$ cat config.mk
export PLATFORM = sky130hd
export DESIGN_NAME = varint_field_decoder_top
export DESIGN_NICKNAME = d
export VERILOG_FILES = /design/src/sv/vfd_pkg.sv /design/src/sv/vfd_parser.sv /design/src/sv/vfd_queue.sv /design/src/sv/varint_field_decoder_top.sv
export VERILOG_INCLUDE_DIRS = /design/src /design/src/sv
export SDC_FILE = /design/constraint.sdc
export NUM_CORES = 1
export LEC_CHECK = 0
export BUFFER_PORTS_ARGS = -buffer_cell sky130_fd_sc_hd__buf_2
export CORE_AREA = 3 3 317 319
export CTS_CLUSTER_DIAMETER = 40
export DETAILED_ROUTE_END_ITERATION = 16
export DIE_AREA = 0 0 320 322
export PLACE_DENSITY = 0.39
export RECOVER_POWER = 100
export SYNTH_ARGS = -nofsm -noshare
export SYNTH_HDL_FRONTEND = slang
export SYNTH_SLANG_ARGS = --single-unit
$ cat constraint.sdc
create_clock -name clk -period 10.6 [get_ports clk]
set_clock_uncertainty 0.15 [all_clocks]
set_input_delay 0 -clock clk [delete_from_list [all_inputs] [get_ports clk]]
set_output_delay 0 -clock clk [all_outputs]
set_load 0.03 [all_outputs]
$ cat src/sv/varint_field_decoder_top_macros.svh
// Assertion helpers shared by the decoder's checking code.
`ifndef VARINT_FIELD_DECODER_TOP_MACROS_SVH
`define VARINT_FIELD_DECODER_TOP_MACROS_SVH

// The consequent must hold in the same cycle as the antecedent.
`define VFD_ASSERT_SAME(label, ante, cons, msg) \
    label: assert property (@(posedge clk) disable iff (!rst_n) (ante) |-> (cons)) \
        else $error(msg);

// The consequent must hold in the cycle after the antecedent.
`define VFD_ASSERT_NEXT(label, ante, cons, msg) \
    label: assert property (@(posedge clk) disable iff (!rst_n) (ante) |=> (cons)) \
        else $error(msg);

`endif

$ cat src/sv/vfd_pkg.sv
`default_nettype none

package vfd_pkg;

    localparam int MAX_VARINT_BYTES_DEF = 10;
    localparam int QUEUE_DEPTH_DEF      = 4;
    localparam int SIZE_W               = 31;

    // Field kinds on the input side.
    localparam logic [1:0] FUNC_VARINT32 = 2'd0;
    localparam logic [1:0] FUNC_VARINT64 = 2'd1;
    localparam logic [1:0] FUNC_LENGTH   = 2'd2;
    localparam logic [1:0] FUNC_UNUSED   = 2'd3;

    // Result kinds.
    localparam logic [1:0] KIND_VARINT = 2'd0;
    localparam logic [1:0] KIND_BYTE   = 2'd1;
    localparam logic [1:0] KIND_EMPTY  = 2'd2;
    localparam logic [1:0] KIND_ERROR  = 2'd3;

    // Error codes.
    localparam logic [1:0] ERR_NONE     = 2'd0;
    localparam logic [1:0] ERR_OVERLONG = 2'd1;
    localparam logic [1:0] ERR_BAD_LEN  = 2'd2;
    localparam logic [1:0] ERR_PAST_END = 2'd3;

    // Register index of buffer_size on the configuration port.
    localparam logic REG_BUFFER_SIZE = 1'b0;

    typedef enum logic [2:0] {
        PH_IDLE    = 3'b001,
        PH_VARINT  = 3'b010,
        PH_PAYLOAD = 3'b100
    } phase_t;

    typedef struct packed {
        logic [1:0]  kind;
        logic [63:0] value;
        logic        last;
        logic [1:0]  err;
    } vfd_result_t;

    function automatic logic [63:0] sext32(input logic [63:0] v);
        return {{32{v[31]}}, v[31:0]};
    endfunction

endpackage

`default_nettype wire

$ cat src/sv/vfd_parser.sv
`default_nettype none

module vfd_parser import vfd_pkg::*;
#(
    parameter int MAX_VARINT_BYTES = MAX_VARINT_BYTES_DEF
)
(
    input  wire logic              clk,
    input  wire logic              rst_n,
    input  wire logic              accept,
    input  wire logic [7:0]        data_byte,
    input  wire logic [1:0]        func,
    input  wire logic              buffer_start,
    input  wire logic [SIZE_W-1:0] buffer_size,
    output logic                   push,
    output vfd_result_t            result
);

    phase_t             phase_reg, phase_next, phase_cur;
    logic [63:0]        acc_reg, acc_next, acc_cur, acc_new;
    logic [3:0]         gc_reg, gc_next, gc_cur, gc_new;
    logic [1:0]         kind_reg, kind_next, kind_cur;
    logic [SIZE_W-1:0]  rem_reg, rem_next, rem_dec;
    logic [SIZE_W-1:0]  pos_reg, pos_next, pos_cur, pos_inc;
    logic [SIZE_W-1:0]  room;
    logic [6:0]         shamt_full;
    logic [31:0]        len32;
    logic               len_bad;

    always_comb
    begin
        phase_cur  = buffer_start ? PH_IDLE : phase_reg;
        pos_cur    = buffer_start ? '0 : pos_reg;
        acc_cur    = (phase_cur == PH_IDLE) ? '0 : acc_reg;
        gc_cur     = (phase_cur == PH_IDLE) ? '0 : gc_reg;
        kind_cur   = (phase_cur != PH_IDLE) ? kind_reg :
                     (func == FUNC_UNUSED)  ? FUNC_VARINT64 : func;
        shamt_full = {3'b000, gc_cur} * 7'd7;
        acc_new    = acc_cur | ({56'b0, 1'b0, data_byte[6:0]} << shamt_full[5:0]);
        gc_new     = gc_cur + 4'd1;
        pos_inc    = pos_cur + 1'b1;
        rem_dec    = rem_reg - 1'b1;
        len32      = acc_new[31:0];
        // A byte is only consumed when pos_cur < buffer_size, so this never wraps.
        room       = buffer_size - pos_inc;
        len_bad    = len32[31] || (len32[SIZE_W-1:0] > room);
    end

    always_comb
    begin
        phase_next = phase_reg;
        acc_next   = acc_reg;
        gc_next    = gc_reg;
        kind_next  = kind_reg;
        rem_next   = rem_reg;
        pos_next   = pos_reg;
        push       = 1'b0;
        result     = '0;
        result.last = 1'b1;
        if (accept)
        begin
            phase_next = phase_cur;
            acc_next   = acc_cur;
            gc_next    = gc_cur;
            kind_next  = kind_cur;
            pos_next   = pos_cur;
            if (pos_cur >= buffer_size)
            begin
                phase_next  = PH_IDLE;
                acc_next    = '0;
                gc_next     = '0;
                rem_next    = '0;
                push        = 1'b1;
                result.kind = KIND_ERROR;
                result.err  = ERR_PAST_END;
            end
            else
            begin
                pos_next = pos_inc;
                unique case (phase_cur) inside
                    PH_PAYLOAD:
                    begin
                        push         = 1'b1;
                        result.kind  = KIND_BYTE;
                        result.value = {56'b0, data_byte};
                        if (rem_dec == '0)
                        begin
                            phase_next = PH_IDLE;
                            rem_next   = '0;
                        end
                        else
                        begin
                            rem_next    = rem_dec;
                            result.last = 1'b0;
                        end
                    end
                    PH_IDLE, PH_VARINT:
                    begin
                        acc_next   = acc_new;
                        gc_next    = gc_new;
                        phase_next = PH_VARINT;
                        if (data_byte[7])
                        begin
                            if (gc_new >= 4'(MAX_VARINT_BYTES))
                            begin
                                phase_next  = PH_IDLE;
                                acc_next    = '0;
                                gc_next     = '0;
                                rem_next    = '0;
                                push        = 1'b1;
                                result.kind = KIND_ERROR;
                                result.err  = ERR_OVERLONG;
                            end
                        end
                        else
                        begin
                            phase_next = PH_IDLE;
                            acc_next   = '0;
                            gc_next    = '0;
                            rem_next   = '0;
                            push       = 1'b1;
                            unique case (kind_cur)
                                FUNC_VARINT32:
                                begin
                                    result.kind  = KIND_VARINT;
                                    result.value = sext32(acc_new);
                                end
                                FUNC_VARINT64:
                                begin
                                    result.kind  = KIND_VARINT;
                                    result.value = acc_new;
                                end
                                default:
                                begin
                                    if (len_bad)
                                    begin
                                        result.kind = KIND_ERROR;
                                        result.err  = ERR_BAD_LEN;
                                    end
                                    else if (len32 == '0)
                                    begin
                                        result.kind = KIND_EMPTY;
                                    end
                                    else
                                    begin
                                        push       = 1'b0;
                                        rem_next   = len32[SIZE_W-1:0];
                                        phase_next = PH_PAYLOAD;
                                    end
                                end
                            endcase
                        end
                    end
                    default:
                    begin
                        phase_next = PH_IDLE;
                    end
                endcase
            end
        end
    end

    always_ff @(posedge clk or negedge rst_n)
    begin
        if (!rst_n)
        begin
            phase_reg <= PH_IDLE;
            acc_reg   <= '0;
            gc_reg    <= '0;
            kind_reg  <= '0;
            rem_reg   <= '0;
            pos_reg   <= '0;
        end
        else
        begin
            phase_reg <= phase_next;
            acc_reg   <= acc_next;
            gc_reg    <= gc_next;
            kind_reg  <= kind_next;
            rem_reg   <= rem_next;
            pos_reg   <= pos_next;
        end
    end

endmodule

`default_nettype wire

$ cat src/sv/vfd_queue.sv
`default_nettype none

module vfd_queue import vfd_pkg::*;
#(
    parameter int DEPTH = QUEUE_DEPTH_DEF
)
(
    input  wire logic                       clk,
    input  wire logic                       rst_n,
    input  wire logic                       push,
    input  wire vfd_result_t                push_data,
    input  wire logic                       pop,
    output logic                            not_full,
    output logic                            not_empty,
    output vfd_result_t                     head,
    output logic [$clog2(DEPTH+1)-1:0]      level
);

    localparam int PTR_W = (DEPTH > 1) ? $clog2(DEPTH) : 1;
    localparam int CNT_W = $clog2(DEPTH+1);

    vfd_result_t        entry_reg [DEPTH];
    logic [PTR_W-1:0]   wr_ptr_reg, wr_ptr_next;
    logic [PTR_W-1:0]   rd_ptr_reg, rd_ptr_next;
    logic [CNT_W-1:0]   count_reg, count_next;
    logic               do_push, do_pop;

    assign not_full  = (count_reg != CNT_W'(DEPTH));
    assign not_empty = (count_reg != '0);
    assign head      = entry_reg[rd_ptr_reg];
    assign level     = count_reg;
    assign do_push   = push && not_full;
    assign do_pop    = pop && not_empty;

    always_comb
    begin
        wr_ptr_next = wr_ptr_reg;
        rd_ptr_next = rd_ptr_reg;
        count_next  = count_reg;
        if (do_push)
        begin
            wr_ptr_next = (wr_ptr_reg == PTR_W'(DEPTH-1)) ? '0 : wr_ptr_reg + 1'b1;
        end
        if (do_pop)
        begin
            rd_ptr_next = (rd_ptr_reg == PTR_W'(DEPTH-1)) ? '0 : rd_ptr_reg + 1'b1;
        end
        if (do_push && !do_pop)
        begin
            count_next = count_reg + 1'b1;
        end
        else if (do_pop && !do_push)
        begin
            count_next = count_reg - 1'b1;
        end
    end

    always_ff @(posedge clk)
    begin
        if (do_push)
        begin
            entry_reg[wr_ptr_reg] <= push_data;
        end
    end

    always_ff @(posedge clk or negedge rst_n)
    begin
        if (!rst_n)
        begin
            wr_ptr_reg <= '0;
            rd_ptr_reg <= '0;
            count_reg  <= '0;
        end
        else
        begin
            wr_ptr_reg <= wr_ptr_next;
            rd_ptr_reg <= rd_ptr_next;
            count_reg  <= count_next;
        end
    end

endmodule

`default_nettype wire

$ cat src/sv/varint_field_decoder_top.sv
// Serialized-field decoder. Bytes of a buffer arrive one word per cycle on the
// s_axis channel while tready is high; tuser carries the field kind (sampled on a
// field's first byte) and a flag that opens a new buffer. Each varint, each payload
// byte of a length-delimited field, each empty payload and each error leaves as one
// word on the m_axis channel, with tlast set on the word that completes a field.
// The buffer length is set through the APB register at address 0; the user must
// set it only while the block is idle, which the block itself does not enforce.
// Throughput is one input word per cycle while the queue has room: the parser does
// its shift-or update, stop-bit test and length check for a byte combinationally. A
// result is written into the queue at the edge that accepted its byte. Results wait
// in a queue of QUEUE_DEPTH words; when the receiver stalls the queue fills and
// s_axis_tready drops only once it is full, so no word is lost.
// Reset clears the parse state, the byte position, the queue and the buffer
// length; with a buffer length of zero every byte reports a read past the end.
`default_nettype none

module varint_field_decoder_top import vfd_pkg::*;
#(
    parameter int MAX_VARINT_BYTES = MAX_VARINT_BYTES_DEF,
    parameter int QUEUE_DEPTH      = QUEUE_DEPTH_DEF
)
(
    input  wire logic        clk,
    input  wire logic        rst_n,
    input  wire logic        s_axis_tvalid,
    output logic             s_axis_tready,
    input  wire logic [7:0]  s_axis_tdata,   // [7:0] data_byte
    input  wire logic [2:0]  s_axis_tuser,   // [1:0] func, [2] buffer_start
    output logic             m_axis_tvalid,
    input  wire logic        m_axis_tready,
    output logic [63:0]      m_axis_tdata,   // [63:0] value
    output logic             m_axis_tlast,   // last_of_field
    output logic [3:0]       m_axis_tuser,   // [1:0] result_kind, [3:2] error_code
    input  wire logic        psel,
    input  wire logic        penable,
    input  wire logic        pwrite,
    input  wire logic [2:0]  paddr,
    input  wire logic [31:0] pwdata,
    output logic [31:0]      prdata,
    output logic             pready
);

`include "varint_field_decoder_top_macros.svh"

    logic [SIZE_W-1:0]               buffer_size_reg, buffer_size_next;
    logic                            cfg_write;
    logic                            in_accept;
    logic                            res_push;
    vfd_result_t                     res_data;
    vfd_result_t                     head;
    logic                            q_not_full;
    logic                            q_not_empty;
    logic [$clog2(QUEUE_DEPTH+1)-1:0] q_level;

    assign pready    = 1'b1;
    assign cfg_write = psel && penable && pwrite && pready && (paddr[2] == REG_BUFFER_SIZE);
    assign prdata    = (paddr[2] == REG_BUFFER_SIZE) ? {1'b0, buffer_size_reg} : '0;

    always_comb
    begin
        buffer_size_next = buffer_size_reg;
        if (cfg_write)
        begin
            buffer_size_next = pwdata[SIZE_W-1:0];
        end
    end

    always_ff @(posedge clk or negedge rst_n)
    begin
        if (!rst_n)
        begin
            buffer_size_reg <= '0;
        end
        else
        begin
            buffer_size_reg <= buffer_size_next;
        end
    end

    assign s_axis_tready = q_not_full;
    assign in_accept     = s_axis_tvalid && s_axis_tready;

    vfd_parser #(
        .MAX_VARINT_BYTES (MAX_VARINT_BYTES)
    ) u_parser (
        .clk          (clk),
        .rst_n        (rst_n),
        .accept       (in_accept),
        .data_byte    (s_axis_tdata),
        .func         (s_axis_tuser[1:0]),
        .buffer_start (s_axis_tuser[2]),
        .buffer_size  (buffer_size_reg),
        .push         (res_push),
        .result       (res_data)
    );

    vfd_queue #(
        .DEPTH (QUEUE_DEPTH)
    ) u_queue (
        .clk       (clk),
        .rst_n     (rst_n),
        .push      (res_push),
        .push_data (res_data),
        .pop       (m_axis_tready),
        .not_full  (q_not_full),
        .not_empty (q_not_empty),
        .head      (head),
        .level     (q_level)
    );

    assign m_axis_tvalid = q_not_empty;
    assign m_axis_tdata  = head.value;
    assign m_axis_tlast  = head.last;
    assign m_axis_tuser  = {head.err, head.kind};

    `VFD_ASSERT_SAME(a_only_bytes_continue, m_axis_tvalid && (m_axis_tuser[1:0] != KIND_BYTE),
        m_axis_tlast, "non-payload result without tlast")

    `VFD_ASSERT_SAME(a_err_matches_kind, m_axis_tvalid,
        ((m_axis_tuser[1:0] == KIND_ERROR) == (m_axis_tuser[3:2] != ERR_NONE)),
        "error code does not match result kind")

    `VFD_ASSERT_NEXT(a_no_result_without_input, !in_accept, q_level <= $past(q_level),
        "queue grew without an accepted input word")

endmodule

`default_nettype wire

* After elaboration in Yosys (flattened, before gate mapping)
Memories as Yosys holds them, arrays and structs flattened.
Cells that the tools add are included.
Widths: inputs -> output; s select.
** Word-level totals
- Input bits :: 53
- Bits in registers :: 173
- Output and inout bits :: 104
- Logic and storage cells :: 121
- Memories kept :: 1
- Memory bits (writable) :: 276
** Cells by class
- Bitwise operators :: 2
- Reductions and logical operators :: 20
- Order comparisons :: 3
- Shifts and indexed selects :: 1
- Equality and inequality tests :: 10
- Add/subtract/negate cells :: 8
- Multiply operators :: 1
- Multiplexer cells :: 65
** Memories
- u_queue.entry_reg :: words 4, width 69, read ports 1, clocked after Yosys merged registers in 0, write ports 1, RTL line vfd_queue.sv:22 : vfd_result_t entry_reg [DEPTH];
** Operators by type and width (count)
- $mux 64 :: 6
- $mux 31 :: 10
- $pmux 66 s2 :: 1
- $pmux 64 s2 :: 1
- $mux 69 :: 1
- $mux 65 :: 1
- $or 64x64->64 :: 1
- $shl 7x6->64 :: 1
- $pmux 31 s2 :: 1
- $logic_not 32->1 :: 1
- $mux 2 :: 16
- $add 31x1->31 const B :: 1
- $ge 31x31->1 :: 1
- $gt 31x31->1 :: 1
- $logic_not 31->1 :: 1
- $sub 31x1->31 const B :: 1
- $sub 31x31->31 :: 1
- $mux 3 :: 9
- $mux 4 :: 5
- $mux 1 :: 12
- $logic_and 1x1->1 :: 8
- $eq 2x2->1 const B :: 3
- $mul 4x3->6 const B :: 1
- $pmux 3 s2 :: 1
- 21 further kinds :: 25

* Longest topological paths before layout
- Depth in word-level cells :: 19
- Depth in mapped cells :: 42
- Gate-level depth less buffers :: 37

* Hierarchy
A second synthesis with hierarchy kept.
** Second synthesis, totals
- Cell total of the unflattened synthesis :: 2168
- Area total of the unflattened synthesis :: 24766.3 sq um
** Modules (own cells, without submodules)
- vfd_parser :: cells each 1666, instances 1, sequential area each 3379.5 sq um, area each 12863.6 sq um
- vfd_queue :: cells each 397, instances 1, sequential area each 8463.1 sq um, area each 10373.7 sq um
- varint_field_decoder_top :: cells each 105, instances 1, sequential area each 775.7 sq um, area each 1529.0 sq um

* Least setup slack after synthesis
OpenSTA, ideal clock, no wires.
- Kind :: in2reg
- Start :: input port s_axis_tuser[2]
- End :: memory u_queue.entry_reg[0][0] (netlist bit), enable pin
- Path slack :: 1479 ps
- Stages on the path :: 33
- Arrival :: 8537 ps
- Cells stage by stage :: clkbuf_1 clkbuf_1 clkbuf_1 clkbuf_1 clkbuf_1 nor2b_1 ha_1 nand3_1 o21ai_0 a21o_1 ha_1 a21oi_1 o32ai_1 or3_1 maj3_2 maj3_1 maj3_2 a41oi_2 o221ai_1 a311o_1 a2111o_1 o21ai_1 xor2_1 ha_1 nand4_1 nor4_1 a21oi_1 o311a_1 o21ai_0 a21o_2 o21ai_2 inv_2 and2_1
** Between the ends
- Word-level cells in the longest chain between the ends :: 17
- Elaborated cells between the ends (all ways) :: 35
- Those cells by class :: add/sub (3); mul (1); order compare (3); eq/ne (5); shift (1); mux (15); bitwise (1); reduce/logical (6)
** RTL lines
- from (decl) :: RTL line varint_field_decoder_top.sv:28 : input wire logic [2:0] s_axis_tuser,
- $mux 3 :: RTL line vfd_parser.sv:32 : phase_cur = buffer_start ? PH_IDLE : phase_reg;
- $eq 3x1->1 :: RTL line vfd_parser.sv:34, vfd_parser.sv:35
- $mux 4 :: RTL line vfd_parser.sv:35 : gc_cur = (phase_cur == PH_IDLE) ? '0 : gc_reg;
- $mul 4x3->6 :: RTL line vfd_parser.sv:38 : shamt_full = {3'b000, gc_cur} * 7'd7;
- $shl 7x6->64 :: RTL line vfd_parser.sv:39 : acc_new = acc_cur | ({56'b0, 1'b0, data_byte[6:0]} << shamt_full[5:0]);
- $or 64x64->64 :: RTL line vfd_parser.sv:39
- $gt 31x31->1 / $logic_not 32->1 (equally long branches) :: RTL line vfd_parser.sv:46, vfd_parser.sv:140
- $logic_or 1x1->1 / $mux 1 (equally long branches) :: RTL line vfd_parser.sv:46, vfd_parser.sv:140
- [2 not listed]
- $mux 1 :: RTL line vfd_parser.sv:102 : if (data_byte[7])
- $pmux 1 s2 :: RTL line vfd_parser.sv:80 : unique case (phase_cur) inside
- $mux 1 * :: RTL line vfd_parser.sv:67 : if (pos_cur >= buffer_size)
- $mux 1 * :: RTL line vfd_parser.sv:60 : if (accept)
- $logic_and 1x1->1 * :: RTL line vfd_queue.sv:32 : assign do_push = push && not_full;
- net u_queue.do_push :: RTL line vfd_queue.sv:26 : logic do_push, do_pop;
- $mux 1 * :: RTL line vfd_queue.sv:60 : if (do_push)
- $mux 1 (implied by the code) * :: RTL line vfd_queue.sv:62 : entry_reg[wr_ptr_reg] <= push_data;
- to (decl) :: RTL line vfd_queue.sv:22
The timed path passes the listed nets; every way through them passes the cells marked *.

* Worst setup path in the final report
- Start :: input port s_axis_tuser[2]
- End :: memory u_queue.entry_reg[2][50] (netlist bit), enable pin
The elaborated chain is that of the path after synthesis.

==> results.md <==
* Post-synthesis cell area at 24,400 um^2
* Worst hold stages at 3
* Status: finished, violations left
* Clock Latency Late Sink at 0.65 ns
* Count of cell types in the netlist at 95
* Layout cell share with drive strength beyond 1 at 0.152
* Crit path kind: input pin to flop
* Setup Buffers After CTS at 0
* Gates resized, CTS repair at 0
* Layout Cell Area excl Fill at 30,600 um^2
* IO Port Bufs at approximately 150
* Startpoint class of the critical path: input pin
* Crit-path max FO at 27
* Synth Warn # at 0
* Inserted Clock Buffers at 88
* Max Cap Viol at 13
* R2R depth at 29
* Hold Fails Final Rpt at 0
* Layout area overhead at 25.6%
* Final layout net count at ~2,600
* Relative slew slack at -1.44
* Htree depth at 3
* Post-layout minimum cycle time at approximately 9 ns
* Fill count at about 10,000
* Die ar. at 103,000 um^2
* Critical Path RT at ~11 ns
* Worst Hold Path EP: buffer_size_reg[25]
* Reg2Reg Capture Point: u_queue.entry_reg[2][50]
* Initial antenna violation count at 2
* Iteration-0 DRC Markers at about 1,300
* WL per Instance at about 21 um
* Root Driver: clkbuf_16
* CP Capture Type: flop
* Post-synth EDFFs at about 280
* HP Start: pwdata[25]
* Crit-path slowest cell: clkbuf_1
* CTS tree: built
* Fmax at between 0.1 and 0.15 GHz
* P per Cell Area at around 260 nW/um^2
* Setup tns final at 0 ns
* First-pass GRT wire length at roughly 120,000 um
* Static Leakage at between 0.01 and 0.015 uW
* First drt pass iteration count at 5
* Die X at ~320 um
* Max FFs per register at 276
* Crit-path max cell delay at between 1 and 1.5 ns
* Vias in the first global route at 18,800
* Worst reg2reg startpoint: u_parser.pos_reg[0]
* Largest net degree at the start of global routing at a little under 70
* Routed Antenna Nets at 0
* WP data arrival at 9.36 ns
* Remaining Overflow, GRT at 0
* Maximum VDD drop at around 0.00012 V
* Via-to-Cell Ratio at 4.84
* CTS Buffer Depth at 3
* Initial cell density of the core at 0.248
* Post-synth top flop: edfxtp_1
* Post-DP Area at ~27,000 um^2
* R2R Setup Slk at about 1.7 ns
* Register area share after synthesis at 0.518
* Core Rows at between 100 and 150
* GRT Overall Usage at 0.155
* Failing checks: capacitance limit, slew limit
* Least-Margin Pin Slew at 3.66 ns
* Dpl hpwl at ~55,000 um
* DRT Wirelength at between 80,000 and 90,000 um
* Post-Syn Instances at ~2,100
* Mapped Nets at about 2,300
* Clock transition at path regs at 0.05 ns
* RSZ-0062 raised after global routing: false
* Tcrit/Tclk final at 0.870
* Remaining DRCs at 0
* Final setup viols at 0
* Final GP Congestion at roughly 0.83
* CTS sink cnt at 449
* Syn_area_per_cell at 11.4 um^2
* Synth async-reset ratio at 0.385
* Die height at 322 um
* Core Region at about 100,000 um^2
* HP Class: input pin to flop
* Top-Level Pins at about 160
* Pins Over Slew Limit at 549
* DR vias at roughly 18,000
* FF+latch count, synth at 449
## area by class of cell
cell class / count / area (um^2) / share of cell area
Multi-Input combinational cell: 1479 / 10900 / 0.356
Inverter: 102 / 388 / 0.0127
Clock inverter: 52 / 666 / 0.0217
Clock buffer: 109 / 2390 / 0.0781
Sequential cell: 449 / 12600 / 0.412
Tap cell: 1287 / 1610 / 0.0526
Antenna cell: 3 / 7.51 / 0.000245
Timing Repair Buffer: 304 / 2020 / 0.0660
## routing by layer
metal | wire length (um) | track usage | up-vias
li1 | - | - | 8584
met1 | 37000 | 0.210 | 9151
met2 | 37300 | 0.253 | 463
met3 | 3530 | 0.0249 | 130
met4 | 2240 | 0.0478 | 2
met5 | 17 | 0 | -
## worst max-delay path, delay by kind of cell
kind	cells	cell delay, ns
xor+xnor	1	0.11
compound gates	14	2.97
buf+inv	4	2.24
fa+ha+maj	6	2.15
simple gates	6	1.81
## worst max path at each step
stage                   startpoint                       end  cells past startpoint
3_3_place_gp   u_parser.pos_reg[0]  u_queue.entry_reg[2][17]                     29
2_1_floorplan      s_axis_tuser[2]   u_queue.entry_reg[0][0]                     33
6_report           s_axis_tuser[2]  u_queue.entry_reg[2][50]                     31
5_1_grt            s_axis_tuser[2]  u_queue.entry_reg[3][12]                     31
4_1_cts        u_parser.pos_reg[0]          u_queue.level[1]                     31
3_5_place_dp   u_parser.pos_reg[0]          u_queue.level[1]                     31
## cell usage in the layout (no fill, tap or decap), types with 12 or more instances in the layout
| cell | n |
|---|---|
| edfxtp_1 | 276 |
| nand2_1 | 226 |
| dfrtp_1 | 171 |
| o21ai_0 | 168 |
| nor2_1 | 142 |
| clkbuf_1 | 127 |
| a21oi_1 | 110 |
| inv_1 | 99 |
| ha_1 | 98 |
| dlygate4sd3_1 | 97 |
| clkbuf_16 | 89 |
| mux4_2 | 70 |
| buf_2 | 47 |
| a22o_1 | 45 |
| xnor2_1 | 44 |
| nor3_1 | 41 |
| nor2b_1 | 39 |
| buf_4 | 39 |
| xor2_1 | 35 |
| mux2_2 | 34 |
| nand3_1 | 31 |
| a22oi_1 | 30 |
| a21o_1 | 27 |
| nor4_1 | 24 |
| nand4_1 | 21 |
| mux2i_1 | 18 |
| o221ai_1 | 18 |
| a31oi_1 | 17 |
| o31a_1 | 17 |
| and2_1 | 16 |
| or3_1 | 15 |
| o21a_1 | 13 |
| and3_1 | 12 |
## cell usage after synthesis (21+ instances only)
master | n | share of area
a21oi_1 | 109 | 0.022
inv_1 | 99 | 0.015
nor3_1 | 42 | 0.0086
a22o_1 | 45 | 0.016
a22oi_1 | 30 | 0.0092
dfrtp_1 | 172 | 0.18
a21o_1 | 27 | 0.0083
o21ai_0 | 163 | 0.033
edfxtp_1 | 276 | 0.34
nand2_1 | 227 | 0.035
xor2_1 | 35 | 0.013
clkbuf_1 | 93 | 0.014
ha_1 | 98 | 0.050
nand4_1 | 21 | 0.0054
nor2b_1 | 40 | 0.010
nor2_1 | 142 | 0.022
nand3_1 | 31 | 0.0064
xnor2_1 | 44 | 0.016
mux4_2 | 70 | 0.065
nor4_1 | 25 | 0.0064
mux2_2 | 34 | 0.016
## power breakdown
| group | internal, uW | switching, uW | total, uW |
|---|---|---|---|
| Sequential | 2080 | 218 | 2300 |
| Combinational | 1020 | 1890 | 2910 |
| Clock | 1860 | 979 | 2830 |
## cell families (layout without fill, tap and decap cells)
family                     after synthesis  count (layout)  share of synthesized area
DFF                                    449             449                      0.518
xor gates and xnor gates                84              84                     0.0330
other                                    2               5                   0.000308
and+or+nand+nor                        636             636                      0.126
adders and majority gates              112             112                     0.0586
buffers and inverters                  218             567                     0.0352
muxes                                  124             124                     0.0890
AOI/OAI and AO/OA                      521             521                      0.140
## metrics by stage
stage          utilization  power (uW)  worst slack [ns]  instances  hold slack [ns]
5_1_grt              0.312        8530             0.638       3782           0.0742
6_report             0.312        8050              1.37       3785           0.0644
4_1_cts              0.314        8230              1.85       3782          0.00497
2_1_floorplan            -        4310              1.48       2146           -0.446
3_3_place_gp         0.273        5270              1.93       3523          -0.0848
3_5_place_dp         0.273        5290              1.91       3523          -0.0767
## repair_timing
action                                  4_1_cts  5_1_grt
hold endpoints to repair                    169        0
endpoints found under the setup margin        0        0
hold buffers                                 98        0
(Power assumes the default switching activity.)
